<file path="src/rtl/assert_macros.svh">
// ----------------------------------------------------------------------------
// Assertion macros
// Concurrent checks that vanish when SYNTH is defined.
// ----------------------------------------------------------------------------
`ifndef ASSERT_MACROS_SVH
`define ASSERT_MACROS_SVH

`ifndef SYNTH
// Plain property, sampled on the rising clock edge, off while in reset.
`define ASSERT_PROP(lbl, clk, rstn, prop) \
  lbl: assert property (@(posedge clk) disable iff (!(rstn)) (prop)) \
    else $error("assertion failed");
// Same-cycle implication.
`define ASSERT_IMPLY(lbl, clk, rstn, ante, cons) \
  lbl: assert property (@(posedge clk) disable iff (!(rstn)) (ante) |-> (cons)) \
    else $error("assertion failed");
`else
`define ASSERT_PROP(lbl, clk, rstn, prop)
`define ASSERT_IMPLY(lbl, clk, rstn, ante, cons)
`endif

`endif

</file>
<file path="src/rtl/slab_pkg.sv">
// ----------------------------------------------------------------------------
// slab_pkg
// Types, constants and helpers shared by the sound level alarm bar graph.
// ----------------------------------------------------------------------------
`default_nettype none

package slab_pkg;

  localparam int NUM_LEDS = 8;
  localparam int LIT_W    = 4;
  localparam int LED_W    = 8;

  localparam logic [7:0]  MID_LEVEL_RST = 8'd96;
  localparam logic [15:0] HOLD_MS_RST   = 16'd2000;
  localparam logic [31:0] TICK_INC_RST  = 32'h0831_26E9;

  localparam int Q_DEPTH = 4;
  localparam int Q_PTR_W = 2;
  localparam int Q_CNT_W = 3;

  // configuration register indexes
  localparam logic [1:0] CFG_MID_LEVEL = 2'd0;
  localparam logic [1:0] CFG_HOLD_MS   = 2'd1;
  localparam logic [1:0] CFG_TICK_INC  = 2'd2;

  // raw action codes on the input word
  localparam logic [1:0] ACT_TICK    = 2'd0;
  localparam logic [1:0] ACT_SAMPLE  = 2'd1;
  localparam logic [1:0] ACT_REFRESH = 2'd2;

  typedef enum logic [1:0] {
    KIND_TICK,
    KIND_SAMPLE,
    KIND_REFRESH,
    KIND_IDLE
  } kind_t;

  typedef struct packed {
    logic [1:0] action;
    logic [7:0] mic_sample;
    logic [7:0] threshold_sample;
  } in_word_t;

  typedef struct packed {
    logic [LED_W-1:0] led_pattern;
    logic [LIT_W-1:0] lit_count;
    logic             alarm_active;
    logic             alarm_notice;
  } out_word_t;

  // decoded word held in the queue
  typedef struct packed {
    kind_t      kind;
    logic [7:0] mic;
    logic       trigger;
  } q_word_t;

  typedef struct packed {
    logic full;
    logic empty;
  } q_stat_t;

  typedef struct packed {
    logic [7:0]  mid_level;
    logic [15:0] hold_ms;
    logic [31:0] tick_increment;
  } cfg_t;

  // active-low bar: bit i cleared when LED i is lit
  function automatic logic [LED_W-1:0] bar_pattern(input logic [LIT_W-1:0] lit);
    logic [LED_W-1:0] p;
    p = '1;
    for (int i = 0; i < NUM_LEDS; i++) begin
      if (LIT_W'(i) < lit) begin
        p[i] = 1'b0;
      end
    end
    return p;
  endfunction

endpackage

`default_nettype wire

</file>
<file path="src/rtl/sound_level_alarm_bargraph.sv">
// An accepted word goes through the front register, a queue slot and the result register.
// Throughput: one word per cycle when not stalled, set by the back end timer/alarm update.
// The four-entry queue lets the front keep taking words while the result register is stalled.
// Reset (rst_n low, synchronous) clears the queue, the timer and the alarm, sets the blink
// phase to all lit and loads mid_level 96, hold_ms 2000 and tick_increment 0x083126E9.
// ----------------------------------------------------------------------------
// sound_level_alarm_bargraph
// Sound level alarm with millisecond timer and active-low LED bar output.
// ----------------------------------------------------------------------------
`default_nettype none

module sound_level_alarm_bargraph
  import slab_pkg::*;
(
  input  wire logic        clk,
  input  wire logic        rst_n,
  // input channel
  input  wire logic        in_valid,
  output logic             in_stall,
  input  wire in_word_t    in_word,
  // result channel
  output logic             out_valid,
  input  wire logic        out_stall,
  output out_word_t        out_word,
  // configuration writes
  input  wire logic        cfg_we,
  input  wire logic [1:0]  cfg_index,
  input  wire logic [31:0] cfg_wdata
);

  // Configuration bank. Only to be written while the block is idle (the block does not
  // enforce this), so the back end reads it directly with no shadowing.
  cfg_t    cfg_r, cfg_nxt;

  // front to queue
  logic    push;
  q_word_t push_word;
  // queue to back
  logic    pop;
  q_word_t pop_word;
  q_stat_t q_stat;

  always_comb begin
    cfg_nxt = cfg_r;
    if (cfg_we) begin
      unique case (cfg_index)
        CFG_MID_LEVEL: cfg_nxt.mid_level      = cfg_wdata[7:0];
        CFG_HOLD_MS:   cfg_nxt.hold_ms        = cfg_wdata[15:0];
        CFG_TICK_INC:  cfg_nxt.tick_increment = cfg_wdata;
        default:       cfg_nxt = cfg_r;   // unmapped index: no register
      endcase
    end
  end

  always_ff @(posedge clk) begin
    if (!rst_n) begin
      cfg_r.mid_level      <= MID_LEVEL_RST;
      cfg_r.hold_ms        <= HOLD_MS_RST;
      cfg_r.tick_increment <= TICK_INC_RST;
    end else begin
      cfg_r <= cfg_nxt;
    end
  end

  // Front: takes the word, decodes the action and does the mic/threshold compare.
  slab_front u_front (
    .clk       (clk),
    .rst_n     (rst_n),
    .in_valid  (in_valid),
    .in_stall  (in_stall),
    .in_word   (in_word),
    .q_stat    (q_stat),
    .push      (push),
    .push_word (push_word)
  );

  // Queue: decouples the front from result back-pressure.
  slab_queue u_queue (
    .clk       (clk),
    .rst_n     (rst_n),
    .push      (push),
    .push_word (push_word),
    .pop       (pop),
    .pop_word  (pop_word),
    .stat      (q_stat)
  );

  // Back: timer accumulation, alarm hold, blink and bar graph, result register.
  slab_back u_back (
    .clk       (clk),
    .rst_n     (rst_n),
    .cfg       (cfg_r),
    .q_stat    (q_stat),
    .q_word    (pop_word),
    .pop       (pop),
    .out_valid (out_valid),
    .out_stall (out_stall),
    .out_word  (out_word)
  );

endmodule

`default_nettype wire

</file>
<file path="src/rtl/slab_front.sv">
// ----------------------------------------------------------------------------
// slab_front
// Accepts input words, classifies them and hands them to the queue.
// ----------------------------------------------------------------------------
`default_nettype none

module slab_front
  import slab_pkg::*;
(
  input  wire logic     clk,
  input  wire logic     rst_n,
  input  wire logic     in_valid,
  output logic          in_stall,
  input  wire in_word_t in_word,
  input  wire q_stat_t  q_stat,
  output logic          push,
  output q_word_t       push_word
);

  logic    vld_r, vld_nxt;
  q_word_t word_r, word_nxt;
  logic    take;
  kind_t   kind;

  always_comb begin
    unique case (in_word.action)
      ACT_TICK:    kind = KIND_TICK;
      ACT_SAMPLE:  kind = KIND_SAMPLE;
      ACT_REFRESH: kind = KIND_REFRESH;
      default:     kind = KIND_IDLE;
    endcase
  end

  assign push     = vld_r && !q_stat.full;
  assign in_stall = vld_r && q_stat.full;
  assign take     = in_valid && !in_stall;

  always_comb begin
    vld_nxt  = vld_r;
    word_nxt = word_r;
    if (take) begin
      vld_nxt          = 1'b1;
      word_nxt.kind    = kind;
      word_nxt.mic     = in_word.mic_sample;
      word_nxt.trigger = in_word.mic_sample > in_word.threshold_sample;
    end else if (push) begin
      vld_nxt = 1'b0;
    end
  end

  always_ff @(posedge clk) begin
    if (!rst_n) begin
      vld_r <= 1'b0;
    end else begin
      vld_r <= vld_nxt;
    end
    word_r <= word_nxt;
  end

  assign push_word = word_r;

endmodule

`default_nettype wire

</file>
<file path="src/rtl/slab_queue.sv">
// ----------------------------------------------------------------------------
// slab_queue
// Short FIFO between the front and the back.
// ----------------------------------------------------------------------------
`default_nettype none

`include "assert_macros.svh"

module slab_queue
  import slab_pkg::*;
(
  input  wire logic    clk,
  input  wire logic    rst_n,
  input  wire logic    push,
  input  wire q_word_t push_word,
  input  wire logic    pop,
  output q_word_t      pop_word,
  output q_stat_t      stat
);

  q_word_t             slot_r [Q_DEPTH];
  logic [Q_PTR_W-1:0]  wr_ptr_r, wr_ptr_nxt;
  logic [Q_PTR_W-1:0]  rd_ptr_r, rd_ptr_nxt;
  logic [Q_CNT_W-1:0]  count_r, count_nxt;

  always_comb begin
    wr_ptr_nxt = push ? wr_ptr_r + 1'b1 : wr_ptr_r;
    rd_ptr_nxt = pop  ? rd_ptr_r + 1'b1 : rd_ptr_r;
    count_nxt  = count_r;
    if (push && !pop) begin
      count_nxt = count_r + 1'b1;
    end else if (pop && !push) begin
      count_nxt = count_r - 1'b1;
    end
  end

  always_ff @(posedge clk) begin
    if (!rst_n) begin
      wr_ptr_r <= '0;
      rd_ptr_r <= '0;
      count_r  <= '0;
    end else begin
      wr_ptr_r <= wr_ptr_nxt;
      rd_ptr_r <= rd_ptr_nxt;
      count_r  <= count_nxt;
    end
    if (push) begin
      slot_r[wr_ptr_r] <= push_word;
    end
  end

  assign pop_word   = slot_r[rd_ptr_r];
  assign stat.full  = count_r == Q_CNT_W'(Q_DEPTH);
  assign stat.empty = count_r == '0;

  `ASSERT_IMPLY(a_no_overflow, clk, rst_n, push, !stat.full)
  `ASSERT_IMPLY(a_no_underflow, clk, rst_n, pop, !stat.empty)
  `ASSERT_PROP(a_count_up, clk, rst_n, (push && !pop) |=> (count_r == $past(count_r) + 1'b1))
  `ASSERT_PROP(a_count_dn, clk, rst_n, (pop && !push) |=> (count_r == $past(count_r) - 1'b1))

endmodule

`default_nettype wire

</file>
<file path="src/rtl/slab_back.sv">
// ----------------------------------------------------------------------------
// slab_back
// Timer, alarm and bar logic; one queued word per cycle to the result register unless stalled.
// ----------------------------------------------------------------------------
`default_nettype none

`include "assert_macros.svh"

module slab_back
  import slab_pkg::*;
(
  input  wire logic    clk,
  input  wire logic    rst_n,
  input  wire cfg_t    cfg,
  input  wire q_stat_t q_stat,
  input  wire q_word_t q_word,
  output logic         pop,
  output logic         out_valid,
  input  wire logic    out_stall,
  output out_word_t    out_word
);

  logic [23:0] frac_r, frac_nxt;
  logic [31:0] ms_r, ms_nxt;
  logic        alarm_r, alarm_nxt;
  logic [31:0] start_r, start_nxt;
  logic [31:0] deadline_r, deadline_nxt;   // alarm start plus hold time
  logic [7:0]  last_mic_r, last_mic_nxt;
  logic        blink_r, blink_nxt;
  logic        out_vld_r, out_vld_nxt;
  out_word_t   out_word_r, out_word_nxt;

  logic [31:0]      sum;
  logic [7:0]       dev;
  logic [LIT_W-1:0] lit;
  logic             notice;
  logic [LED_W-1:0] pattern;

  assign pop = !q_stat.empty && (!out_vld_r || !out_stall);

  always_comb begin
    frac_nxt     = frac_r;
    ms_nxt       = ms_r;
    alarm_nxt    = alarm_r;
    start_nxt    = start_r;
    last_mic_nxt = last_mic_r;
    blink_nxt    = blink_r;
    lit          = '0;
    notice       = 1'b0;
    pattern      = '1;
    sum          = {8'd0, frac_r} + cfg.tick_increment;
    dev          = (last_mic_r >= cfg.mid_level) ? last_mic_r - cfg.mid_level
                                                 : cfg.mid_level - last_mic_r;
    if (pop) begin
      unique case (q_word.kind)
        KIND_TICK: begin
          frac_nxt = sum[23:0];
          ms_nxt   = ms_r + {24'd0, sum[31:24]};
          if (alarm_r && (ms_nxt > deadline_r)) begin
            alarm_nxt = 1'b0;
          end
        end
        KIND_SAMPLE: begin
          last_mic_nxt = q_word.mic;
          if (q_word.trigger) begin
            alarm_nxt = 1'b1;
            start_nxt = ms_r;
          end
        end
        KIND_REFRESH: begin
          if (alarm_r) begin
            blink_nxt = !blink_r;
            lit       = blink_nxt ? LIT_W'(NUM_LEDS) : '0;
            notice    = 1'b1;
          end else if (dev[7:3] > 5'(NUM_LEDS)) begin
            lit = LIT_W'(NUM_LEDS);
          end else begin
            lit = LIT_W'(dev[7:3]);
          end
          pattern = bar_pattern(lit);
        end
        KIND_IDLE: begin
        end
        default: begin
        end
      endcase
    end
    deadline_nxt = start_nxt + {16'd0, cfg.hold_ms};
  end

  always_comb begin
    out_vld_nxt  = out_vld_r;
    out_word_nxt = out_word_r;
    if (pop) begin
      out_vld_nxt               = 1'b1;
      out_word_nxt.led_pattern  = pattern;
      out_word_nxt.lit_count    = lit;
      out_word_nxt.alarm_active = alarm_nxt;
      out_word_nxt.alarm_notice = notice;
    end else if (!out_stall) begin
      out_vld_nxt = 1'b0;
    end
  end

  always_ff @(posedge clk) begin
    if (!rst_n) begin
      frac_r     <= '0;
      ms_r       <= '0;
      alarm_r    <= 1'b0;
      start_r    <= '0;
      deadline_r <= {16'd0, HOLD_MS_RST};
      last_mic_r <= '0;
      blink_r    <= 1'b1;
      out_vld_r  <= 1'b0;
    end else begin
      frac_r     <= frac_nxt;
      ms_r       <= ms_nxt;
      alarm_r    <= alarm_nxt;
      start_r    <= start_nxt;
      deadline_r <= deadline_nxt;
      last_mic_r <= last_mic_nxt;
      blink_r    <= blink_nxt;
      out_vld_r  <= out_vld_nxt;
    end
    out_word_r <= out_word_nxt;
  end

  assign out_valid = out_vld_r;
  assign out_word  = out_word_r;

  `ASSERT_IMPLY(a_notice_in_alarm, clk, rst_n, out_vld_r && out_word_r.alarm_notice, out_word_r.alarm_active)
  `ASSERT_IMPLY(a_bar_count, clk, rst_n, out_vld_r, $countones(~out_word_r.led_pattern) == out_word_r.lit_count)
  `ASSERT_IMPLY(a_alarm_drop, clk, rst_n, $fell(alarm_r) && $past(rst_n), $past(pop && (q_word.kind == KIND_TICK)))
  `ASSERT_IMPLY(a_alarm_rise, clk, rst_n, $rose(alarm_r) && $past(rst_n), $past(pop && (q_word.kind == KIND_SAMPLE) && q_word.trigger))

endmodule

`default_nettype wire
</file>
<file path="config.mk">
export PLATFORM = sky130hd
export DESIGN_NAME = sound_level_alarm_bargraph
export DESIGN_NICKNAME = d
export VERILOG_FILES = /design/src/rtl/slab_pkg.sv /design/src/rtl/sound_level_alarm_bargraph.sv /design/src/rtl/slab_front.sv /design/src/rtl/slab_queue.sv /design/src/rtl/slab_back.sv
export VERILOG_INCLUDE_DIRS = /design/src /design/src/rtl
export SDC_FILE = /design/constraint.sdc
export NUM_CORES = 1
export LEC_CHECK = 0
export BUFFER_PORTS_ARGS = -buffer_cell sky130_fd_sc_hd__buf_2
export CAP_MARGIN = 20
export CORE_MARGIN = 2
export CORE_UTILIZATION = 67
export DETAILED_ROUTE_END_ITERATION = 10
export GPL_TIMING_DRIVEN = 0
export PLACE_DENSITY = 0.86
export SYNTH_ARGS = -nofsm -noshare
export SYNTH_HDL_FRONTEND = slang
export SYNTH_HIERARCHICAL = 1
export SYNTH_SLANG_ARGS = --single-unit
</file>
<file path="constraint.sdc">
create_clock -name clk -period 17.3 [get_ports clk]
set_input_delay 0.865 -clock clk [delete_from_list [all_inputs] [get_ports clk]]
set_output_delay 0.865 -clock clk [all_outputs]
set_load 0.05 [all_outputs]
</file>
; ---- Word level (Yosys, flattened, before mapping)
; Memory sizes are Yosys's and may differ from the RTL's. A register that Yosys moved wholly into a read port is not among the register bits.
; Cells that the tools add are included.
[word_totals]
regBits = 220
latch_bits = 0
mem_bits_rw = 44
rom_bits = 0
in_bits = 57
out_inout_bits = 16
memories = 1
[classes]
addsub = 9
mul = 0
div_mod_pow = 0
n_lt_le_gt_ge = 12
n_eq_ne = 8
shift = 0
mux = 33
bitwise = 0
n_reduce_logical = 28
[mem_list]
columns = name, depth, width, read_ports, rd_clocked_by_memory_dff, write_ports, line
row1 = u_queue.slot_r, 4, 11, 1, 1, 1, slab_queue.sv:21  ; q_word_t slot_r [Q_DEPTH];
[op_table]
columns = op, n
row1 = 2-to-1 mux 32 bit, 3
row2 = adder 24 x 32 -> 32 bit, 1
row3 = adder 32 x 16 -> 32 bit, 1
row4 = adder 32 x 8 -> 32 bit, 1
row5 = greater-than comparator 32 bit, 1
row6 = 2-to-1 mux 4 bit, 5
row7 = 2-to-1 mux 1 bit, 18
row8 = < comparator 3 x 4 -> 1 bit (first input constant), 4
row9 = subtractor 8 bit, 2
row10 = AND reduction 2 bit, 5
row11 = >= comparator 8 bit, 1
row12 = greater-than comparator 8 bit, 1
row13 = zero test 1 bit, 8
row14 = < comparator 1 x 4 -> 1 bit (first input constant), 2
row15 = < comparator 2 x 4 -> 1 bit (first input constant), 2
row16 = 2-to-1 mux 8 bit, 1
row17 = logical AND 1 bit, 7
row18 = == test 2 x 1 -> 1 bit (second input constant), 3
row19 = == test 2 bit (second input constant), 3
row20 = zero test 2 bit, 3
row21 = 2-to-1 mux 3 bit, 2
row22 = one-hot mux 2 bit (3 select lines), 1
row23 = greater-than comparator 5 x 4 -> 1 bit (second input constant), 1
row24 = adder 2 x 1 -> 2 bit (second input constant), 2
row25 = other kinds (10), 12

; ---- Longest topological paths before layout
; Gate-level depths: netlist (run 1).
[logic_depth]
word_depth = 9
mapped_depth = 28
ltp_nobuf = 27

; ---- Cells and area by module
; The synthesis (run 1) kept the hierarchy.
[by_module_without_submodules]
columns = module, n_inst, cells_each, area_per_inst_um2, seq_area_each_um2
row1 = slab_back, 1, 1128, 9507.9, 3042.9
row2 = sound_level_alarm_bargraph, 1, 231, 2308.5, 1121.1
row3 = slab_queue, 1, 100, 2034.5, 1501.4
row4 = slab_front, 1, 45, 584.3, 350.3

; ---- Worst setup path before layout (run 1)
; OpenSTA, ideal clock, no wires.
[synth_path]
kind = reg-to-reg
start = reg cfg_r[0] (netlist name)
end = reg u_back.alarm_r
setup_time_ns = 0.059
arrival_time_ns = 6.373
slack_ns = 10.867
stages_incl_launch_ff = 29
path_buffers = 1
synth_period_minus_slack_ns = 6.433
cell_sequence = dfxtp_1 ha_1 fa_1 a21o_1 a211oi_1 o221a_2 o21ai_0 o311ai_0 a31oi_1 xor2_1 ha_1 fa_1 a21o_1 a21oi_1 nor2b_1 o21ai_0 a211o_1 clkbuf_1 nor3_1 xor2_1 ha_1 nand4_1 nor2_1 nand3_1 or2_2 o41ai_1 o22ai_1 a21oi_1 and2_1
[synth_via]
elab_chain_cells = 7
[synth_lines]
columns = element, line
row1 = "start, declared", sound_level_alarm_bargraph.sv:33  ; cfg_t cfg_r, cfg_nxt;
row2 = "start signal, assigned", sound_level_alarm_bargraph.sv:61  ; cfg_r <= cfg_nxt;
row3 = adder 24 x 32 -> 32 bit, slab_back.sv:51  ; sum = {8'd0, frac_r} + cfg.tick_increment;
row4 = adder 32 x 8 -> 32 bit, slab_back.sv:58  ; ms_nxt = ms_r + {24'd0, sum[31:24]};
row5 = greater-than comparator 32 bit, slab_back.sv:59  ; if (alarm_r && (ms_nxt > deadline_r)) begin
row6 = logical AND 1 bit, slab_back.sv:59
row7 = 2-to-1 mux 1 bit, slab_back.sv:59
row8 = one-hot mux 1 bit (2 select lines), slab_back.sv:55  ; unique case (q_word.kind)
row9 = 2-to-1 mux 1 bit, slab_back.sv:54  ; if (pop) begin
row10 = via u_back.alarm_nxt, slab_back.sv:25  ; logic alarm_r, alarm_nxt;
row11 = "end signal, assigned", slab_back.sv:118  ; alarm_r <= alarm_nxt;
row12 = "end, declared", slab_back.sv:25
; The timed path passes the listed nets, and every way through them passes these cells.
; A chain may end at the register's enable or synchronous reset.

; ---- Worst setup path in the final report (run 1)
; Same ends and word-level chain as after synthesis.

==> results.py, run 1 <==
metrics = {
    "outcome": {
        "run_status": "finished, final reports clean",
    },
    "floorplanning": {
        "start_util_pct": 68.5,
        "ios": 73,
        "dieWidth_um": 151,
        "rows": 53,
        "die_h_um": 151,
        "core_um2": 21100,
        "die_area_um2": 22700,
    },
    "sta": {
        "skew_ns": 0.0191,
        "fin_crit_sh_pct": 49.0,
        "rsz0062_at_grt": "false",
        "drv_slew": 0,
        "setup_viol": 0,
        "tightest_slew_ns": 1.09,
        "fin_crit_ns": 8.48,
        "slew_headroom_pct": 26.8,
        "setup_slack_ns": 8.82,
        "max_freq_mhz": 118,
        "final.setup.tns_ns": 0,
        "hold_violations": 0,
    },
    "drt": {
        "vias": 11732,
        "drt-initial-drc-count": 972,
        "remaining_drc_errors": 0,
        "drtAntennaViolNets": 0,
        "via_per_inst": 6.18,
        "drt-total-wl_um": 36300,
        "post_drt_wl_per_cell_um": 19.1,
        "firstDrtPassIters": 7,
    },
    "yosys": {
        "yosysSeqAreaShare_pct": 41.7,
        "syn_nets": 1673,
        "yosysUniqueCellTypes": 74,
        "ys_ff_latch": 266,
        "synth_edf_count": 69,
        "synth_top_area_share_pct": 27.3,
        "synth-async-reset-ratio_pct": 0,
        "synthCells": 1504,
        "synth.area.top_cells": "dfxtp_1 27%, edfxtp_1 14%, ha_1 9.4%, mux2i_1 4.9%, nand2_1 4.4%",
        "synth_ff_type": "dfxtp_1",
        "yosysWarnings": 6,
        "synth_top_area_cell": "dfxtp_1",
        "synth_area_um2": 14400,
        "avgSynthCellArea_um2": 9.60,
    },
    "place": {
        "dp_slack_ns": 9.24,
        "post-dp-hpwl_um": 25600,
        "gp_congestion": 0.962,
        "port_buffers": 70,
    },
    "layout": {
        "synthToLayoutAreaGrowth_pct": 10.6,
        "drive_above_1_share_pct": 11.6,
        "final_nets": 1774,
        "antennaDiodeCount": 0,
        "fill_cells": 1398,
    },
    "clock_network": {
        "clk_pin_slew_ns": 0.07,
        "hold_buffers": 0,
        "post_cts_resized": 0,
        "post_cts.repair.setup_buffers": 0,
        "cts_tree": "yes",
        "cts_root_buf": "clkbuf_16",
        "clk_latency_ns": 0.54,
        "cts_inserted_buffers": 27,
        "cts_max_path_buffers": 3,
        "htreeDepth": 1,
        "cts_sinks": 266,
    },
    "grt": {
        "grt_use_total_pct": 32.3,
        "grt_max_degree": 18,
        "grt_pass1_wl_um": 57800,
        "grt_pass1_vias": 11459,
        "grt_overflow": 0,
        "antenna_found_initial": 0,
    },
    "setup_path": {
        "arrival_ns": 8.96,
        "cp_max_fo": 10,
        "path_class": "reg2reg",
        "reg2reg_depth": 28,
        "r2r_slack_ns": 8.82,
        "timing.rr.start": "cfg_r[0]",
        "cpMostUsedCell": "ha_1",
        "cp_slowest_stage_delay_ns": 0.72,
        "cp-start-kind": "flop",
        "slowest_stage": "o311ai_0",
        "critical_path.endpoint_type": "flop",
        "worst_ep_required_time_ns": 17.77,
        "worstReg2RegEnd": "u_back/alarm_r",
    },
    "worst_hold_path": {
        "hold_start": "u_back/frac_r[6]",
        "hold_path.class": "reg2reg",
        "holdPathStages": 2,
        "min_to": "u_back/frac_r[6]",
    },
    "power": {
        "p_leak_nw": 6.69,
        "pwr-share-clk_pct": 30.4,
        "power_frac_seq_pct": 40.7,
        "p_sw_mw": 0.625,
        "sw_frac_of_total_pct": 34.5,
        "combPwrFrac_pct": 28.8,
        "powerDensity_nw_per_um2": 114,
        "power_mw": 1.81,
        "power.internal_mw": 1.19,
        "ir_drop_uv": 122,
    },
    "job": {
        "max_cap_viol_count": 0,
    },
}
-- flip-flops by register name, indices dropped and copies added, names as in the netlist, named ones only --
signal,flops
u_queue/count_r,3
cfg_r,56
u_back/alarm_r,1
u_back/ms_r,32
u_back/deadline_r,32
u_back/blink_r,1
u_front/vld_r,1
u_queue/slot_r,44
u_queue/rd_ptr_r,2
u_front/push_word,11
u_back/out_valid,1
u_back/last_mic_r,8
u_back/out_word,14
u_back/start_r,32
u_queue/wr_ptr_r,2
u_back/frac_r,24
-- critical path: cells and delay by family (launching register included) --
kind	cells	cell delay, ns
AO/OA/AOI/OAI	13	4.35
flip-flops	1	0.32
adder cells (fa/ha/maj)	5	1.60
AND/OR/NAND/NOR	7	1.25
XOR/XNOR	2	0.42
buffers and inverters	1	0.48
-- layer usage --
layer / wire length, um / vias to the layer above / track usage [%]
li1: - / 5486 / -
met1: 14600 / 5544 / 40.5
met2: 17600 / 585 / 56.7
met3: 2710 / 117 / 4.25
met4: 1430 / 0 / 12.9
met5: 0 / - / 0
-- placed cells by master (no fill, tap or decap), types with 26 or more instances in the layout --
| cell type | n |
|---|---|
| a21o_1 | 32 |
| a21oi_1 | 78 |
| and2_1 | 34 |
| buf_2 | 86 |
| clkbuf_1 | 44 |
| clkbuf_16 | 27 |
| dfxtp_1 | 197 |
| edfxtp_1 | 69 |
| ha_1 | 108 |
| inv_1 | 87 |
| mux2i_1 | 70 |
| nand2_1 | 170 |
| nand3_1 | 42 |
| nor2_1 | 102 |
| nor2b_1 | 26 |
| nor3_1 | 34 |
| o21ai_0 | 41 |
| xnor2_1 | 53 |
| xor2_1 | 50 |
-- worst max path at each step --
| stage | depth (start not counted) | slack [ns] | endpoint | from |
|---|---|---|---|---|
| floorplan | 28 | 10.87 | u_back/alarm_r | cfg_r[0] |
| global placement | 28 | 9.44 | u_back/alarm_r | cfg_r[0] |
| detailed placement | 28 | 9.24 | u_back/alarm_r | cfg_r[0] |
| CTS | 28 | 9.11 | u_back/alarm_r | cfg_r[0] |
| global route | 28 | 8.50 | u_back/alarm_r | cfg_r[0] |
| finish | 28 | 8.82 | u_back/alarm_r | cfg_r[0] |
-- cells in the mapped netlist (all sizes together) (23+ instances only) --
| cell type | number |
|---|---|
| nor2 | 102 |
| and2 | 34 |
| nor2b | 26 |
| nand3 | 42 |
| o21ai | 43 |
| clkbuf | 43 |
| a21o | 32 |
| mux2i | 70 |
| nor3 | 35 |
| xnor2 | 53 |
| ha | 108 |
| buf | 26 |
| inv | 87 |
| xor2 | 50 |
| nand2 | 170 |
| dfxtp | 197 |
| nand4 | 23 |
| edfxtp | 69 |
| a21oi | 78 |
-- cell families (layout without fill, tap and decap cells) --
kind of cell / after synthesis / after routing / synth area share (%)
simple gates: 510 / 510 / 17.4
flops: 266 / 266 / 41.7
compound gates: 255 / 255 / 11.6
buf+inv: 156 / 275 / 4.82
fa+ha+maj: 112 / 112 / 9.92
xor+xnor: 103 / 103 / 6.25
mux: 102 / 102 / 8.29
-- per-stage QoR --
step,instances,hold slack (ns),cell area (um2),utilization (%)
final,1898,0.454,16000,75.7
after global routing,1898,0.481,16000,75.7
after CTS,1897,0.458,16000,75.7
after detailed placement,1850,0.449,15100,71.8
after global placement,1849,0.444,15100,71.7
after floorplan,1504,0.436,14400,-
-- power by group through the flow --
stage,Combinational (mW),Clock (mW),Sequential (mW)
CTS,0.514,0.556,0.738
detailed placement,0.502,0,0.750
global route,0.563,0.584,0.744
floorplan,0.324,0,0.804
finish,0.523,0.551,0.739
global placement,0.484,0,0.748
-- area by class of cell --
cell class,count,area [um2],share of cell area [%]
multi-input cells,1082,7720,48.4
well taps,275,344,2.16
plain buffers,69,369,2.31
clock inverters,12,83.8,0.525
inverters,87,327,2.05
clock buffers,35,736,4.61
repair buffers,72,363,2.27
flip-flops and latches,266,6020,37.7
Power figures use the tool's default switching activity.
==> run 2: changes to the inputs <==
--- a/config.mk
+++ b/config.mk
@@ -6,13 +6,14 @@
 export SDC_FILE = /design/constraint.sdc
 export NUM_CORES = 1
 export LEC_CHECK = 0
+export ABC_AREA = 1
 export BUFFER_PORTS_ARGS = -buffer_cell sky130_fd_sc_hd__buf_2
 export CAP_MARGIN = 20
 export CORE_MARGIN = 2
-export CORE_UTILIZATION = 67
+export CORE_UTILIZATION = 56
 export DETAILED_ROUTE_END_ITERATION = 10
 export GPL_TIMING_DRIVEN = 0
-export PLACE_DENSITY = 0.86
+export PLACE_DENSITY = 0.77
 export SYNTH_ARGS = -nofsm -noshare
 export SYNTH_HDL_FRONTEND = slang
 export SYNTH_HIERARCHICAL = 1
==> constraint.sdc (replaced) <==
create_clock -name clk -period 7.8 [get_ports clk]
set_input_delay 0.39 -clock clk [delete_from_list [all_inputs] [get_ports clk]]
set_output_delay 0.39 -clock clk [all_outputs]
set_load 0.05 [all_outputs]
==> run 2 against run 1 <==
  * Hold slack got worse by 0.43 ns
  * Sequential cell count unchanged
  * Combinational power increased to 5.6 times the previous value
  * Largest power group is now combinational cells
  * First-iteration DRC count increased by 33%
  * Cell count rose by 39%
  * Non-clock buffer count down 10
  * Sequential share of layout area decreased by 2.7 points
  * Critical endpoint is now u_back/out_word[1]
==> results.py, run 2 <==
metrics = {
    "outcome": {
        "run_status": "finished, final reports clean",
    },
    "clock_network": {
        "cts_sinks": 266,
        "htreeDepth": 1,
        "clk_latency_ns": 0.56,
        "post_cts_resized": 0,
        "cts_root_buf": "clkbuf_16",
        "cts_max_path_buffers": 3,
        "cts_tree": "yes",
        "cts_inserted_buffers": 28,
        "clk_pin_slew_ns": 0.06,
    },
    "drt": {
        "vias": 14269,
        "drt-total-wl_um": 40900,
        "drtAntennaViolNets": 0,
        "firstDrtPassIters": 8,
        "via_per_inst": 5.42,
        "post_drt_wl_per_cell_um": 15.5,
        "drt-initial-drc-count": 1294,
        "remaining_drc_errors": 0,
    },
    "power": {
        "power_mw": 6.27,
        "powerDensity_nw_per_um2": 365,
        "p_leak_nw": 8.62,
        "ir_drop_uv": 199,
    },
    "setup_path": {
        "cp_max_fo": 7,
        "slowest_stage": "a21boi_0",
        "critical_path.endpoint_type": "flop",
        "arrival_ns": 6.18,
        "cp_slowest_stage_delay_ns": 0.45,
        "cpMostUsedCell": "nand2_1",
        "cp-start-kind": "flop",
        "path_class": "reg2reg",
        "worst_ep_required_time_ns": 8.11,
    },
    "sta": {
        "drv_slew": 0,
        "setup_slack_ns": 1.93,
        "setup_viol": 0,
        "max_freq_mhz": 170,
        "fin_crit_ns": 5.87,
        "fin_crit_sh_pct": 75.3,
        "tightest_slew_ns": 0.918,
        "hold_violations": 0,
        "skew_ns": 0.0195,
        "slew_headroom_pct": 38.8,
        "final.setup.tns_ns": 0,
        "rsz0062_at_grt": "false",
    },
    "layout": {
        "layout.cells.non_filler": 2635,
        "antennaDiodeCount": 0,
        "final_common_cell": "nand2_1",
        "synthToLayoutAreaGrowth_pct": 11.4,
        "reg.largest.list": "cfg_r: 56 flops, u_queue/slot_r: 44 flops",
        "largest-register": "cfg_r",
        "fill_cells": 2414,
        "final_nets": 2443,
        "drive_above_1_share_pct": 7.59,
        "largest_reg_flops": 56,
        "layout_common_cells": "490 x nand2_1, 351 x inv_1, 290 x nor2_1",
    },
    "place": {
        "post-dp-hpwl_um": 31400,
        "dp_slack_ns": 2.05,
        "place_inst": 2582,
        "port_buffers": 68,
        "gp_congestion": 0.942,
    },
    "floorplanning": {
        "die_area_um2": 28900,
        "core_um2": 27000,
        "dieWidth_um": 170,
        "ios": 73,
        "rows": 60,
        "start_util_pct": 57.1,
        "die_h_um": 170,
    },
    "yosys": {
        "synthTopCellsByCount": "490 x nand2_1, 351 x inv_1, 290 x nor2_1, 197 x dfxtp_1, 137 x o21ai_0",
        "yosysMostFrequentCell": "nand2_1",
        "syn_nets": 2342,
        "synth_top_area_share_pct": 25.5,
        "avgSynthCellArea_um2": 7.11,
        "yosysWarnings": 6,
        "synth_edf_count": 69,
        "synth_area_um2": 15400,
        "synthCells": 2173,
        "synth_ff_type": "dfxtp_1",
        "ys_ff_latch": 266,
        "synth.area.top_cells": "dfxtp_1 26%, edfxtp_1 13%, nand2_1 12%, ha_1 8.8%, inv_1 8.5%",
        "yosysUniqueCellTypes": 46,
        "yosysSeqAreaShare_pct": 39.0,
        "synth_top_area_cell": "dfxtp_1",
        "synth-async-reset-ratio_pct": 0,
    },
    "grt": {
        "grt_pass1_vias": 13201,
        "grt_max_degree": 19,
        "grt_pass1_wl_um": 64900,
        "grt_use_total_pct": 28.2,
        "antenna_found_initial": 0,
        "grt_overflow": 0,
    },
    "job": {
        "max_cap_viol_count": 0,
    },
    "worst_hold_path": {
        "hold_path.class": "in2reg",
    },
}
run 2: cell count changes in the layout (fill, tap and decap cells not counted), sizes merged, moves of 16 or more:
cell and delta:
nor2b -26, nand3 +68, a21oi +55, nand4 +16, and2 -32, xnor2 -47, nor2 +197, inv +272
nand2 +323, xor2 -21, a21o -23, mux2i -70, mux2 -21, o21ai +126
run 2: cells by family (layout without fill, tap and decap cells):
kind of cell | after synthesis | after routing | synth area share [%]
buffers and inverters | 423 | 544 | 10.9
XOR/XNOR | 35 | 35 | 1.99
AND/OR/NAND/NOR | 980 | 980 | 26.4
AO/OA/AOI/OAI | 357 | 357 | 12.5
flip-flops | 266 | 266 | 39.0
adder cells (fa/ha/maj) | 112 | 112 | 9.27
run 2: power by group:
group | internal [mW] | switching [mW] | total, mW
sequential | 1.77 | 0.210 | 1.98
combinational | 0.935 | 1.98 | 2.92
clock | 0.822 | 0.556 | 1.38
run 2: timing repair:
| action | 4_1_cts | 5_1_grt |
|---|---|---|
| hold buffers | 3 | 0 |
| endpoints found under the hold margin | 3 | 0 |
| endpoints found under the setup margin | 0 | 0 |
| buffers inserted | 0 | 0 |
run 2: metrics by stage:
stage               util, %  area (um2)  hold WS [ns]
CTS                    63.6       17200       0.00437
floorplan                 -       15400         0.412
finish                 63.6       17200        0.0255
detailed placement     60.0       16200         0.447
global placement       60.0       16200         0.426
global route           63.6       17200        0.0201
run 2: routing by layer:
metal	up-vias	wire length, um	track usage [%]
met5	-	0	0
met4	0	1300	9.51
met3	88	2100	2.44
met2	477	19400	49.3
met1	6533	18100	36.7
li1	7171	-	-
run 2: layout make-up:
class	instances	area, um2	share of cell area, %
multi-input cells	1484	7750	45.0
clock buffers	42	856	4.98
repair buffers	71	370	2.15
well taps	341	427	2.48
plain buffers	60	314	1.83
flip-flops and latches	266	6020	35.0
inverters	363	1360	7.92
clock inverters	8	106	0.618
run 2: worst max-delay path: cells and delay by family, from the launching register on:
family / cells / cell delay, ns
buffers and inverters: 2 / 0.13
and+or+nand+nor: 21 / 2.56
AOI/OAI and AO/OA: 5 / 1.50
DFF: 1 / 0.35
adders and majority gates: 3 / 1.09
run 2: final timing paths:
path	startpoint	to	slack, ns	depth (start not counted)
hold reg to reg	u_queue/rd_ptr_r[1]	flop	0.46	1
setup / recovery	cfg_r[2]	u_back/out_word[1]	1.93	31
hold / removal	in_word[11]	u_front/push_word[4]	0.03	1
setup reg to reg	cfg_r[2]	u_back/out_word[1]	1.93	31
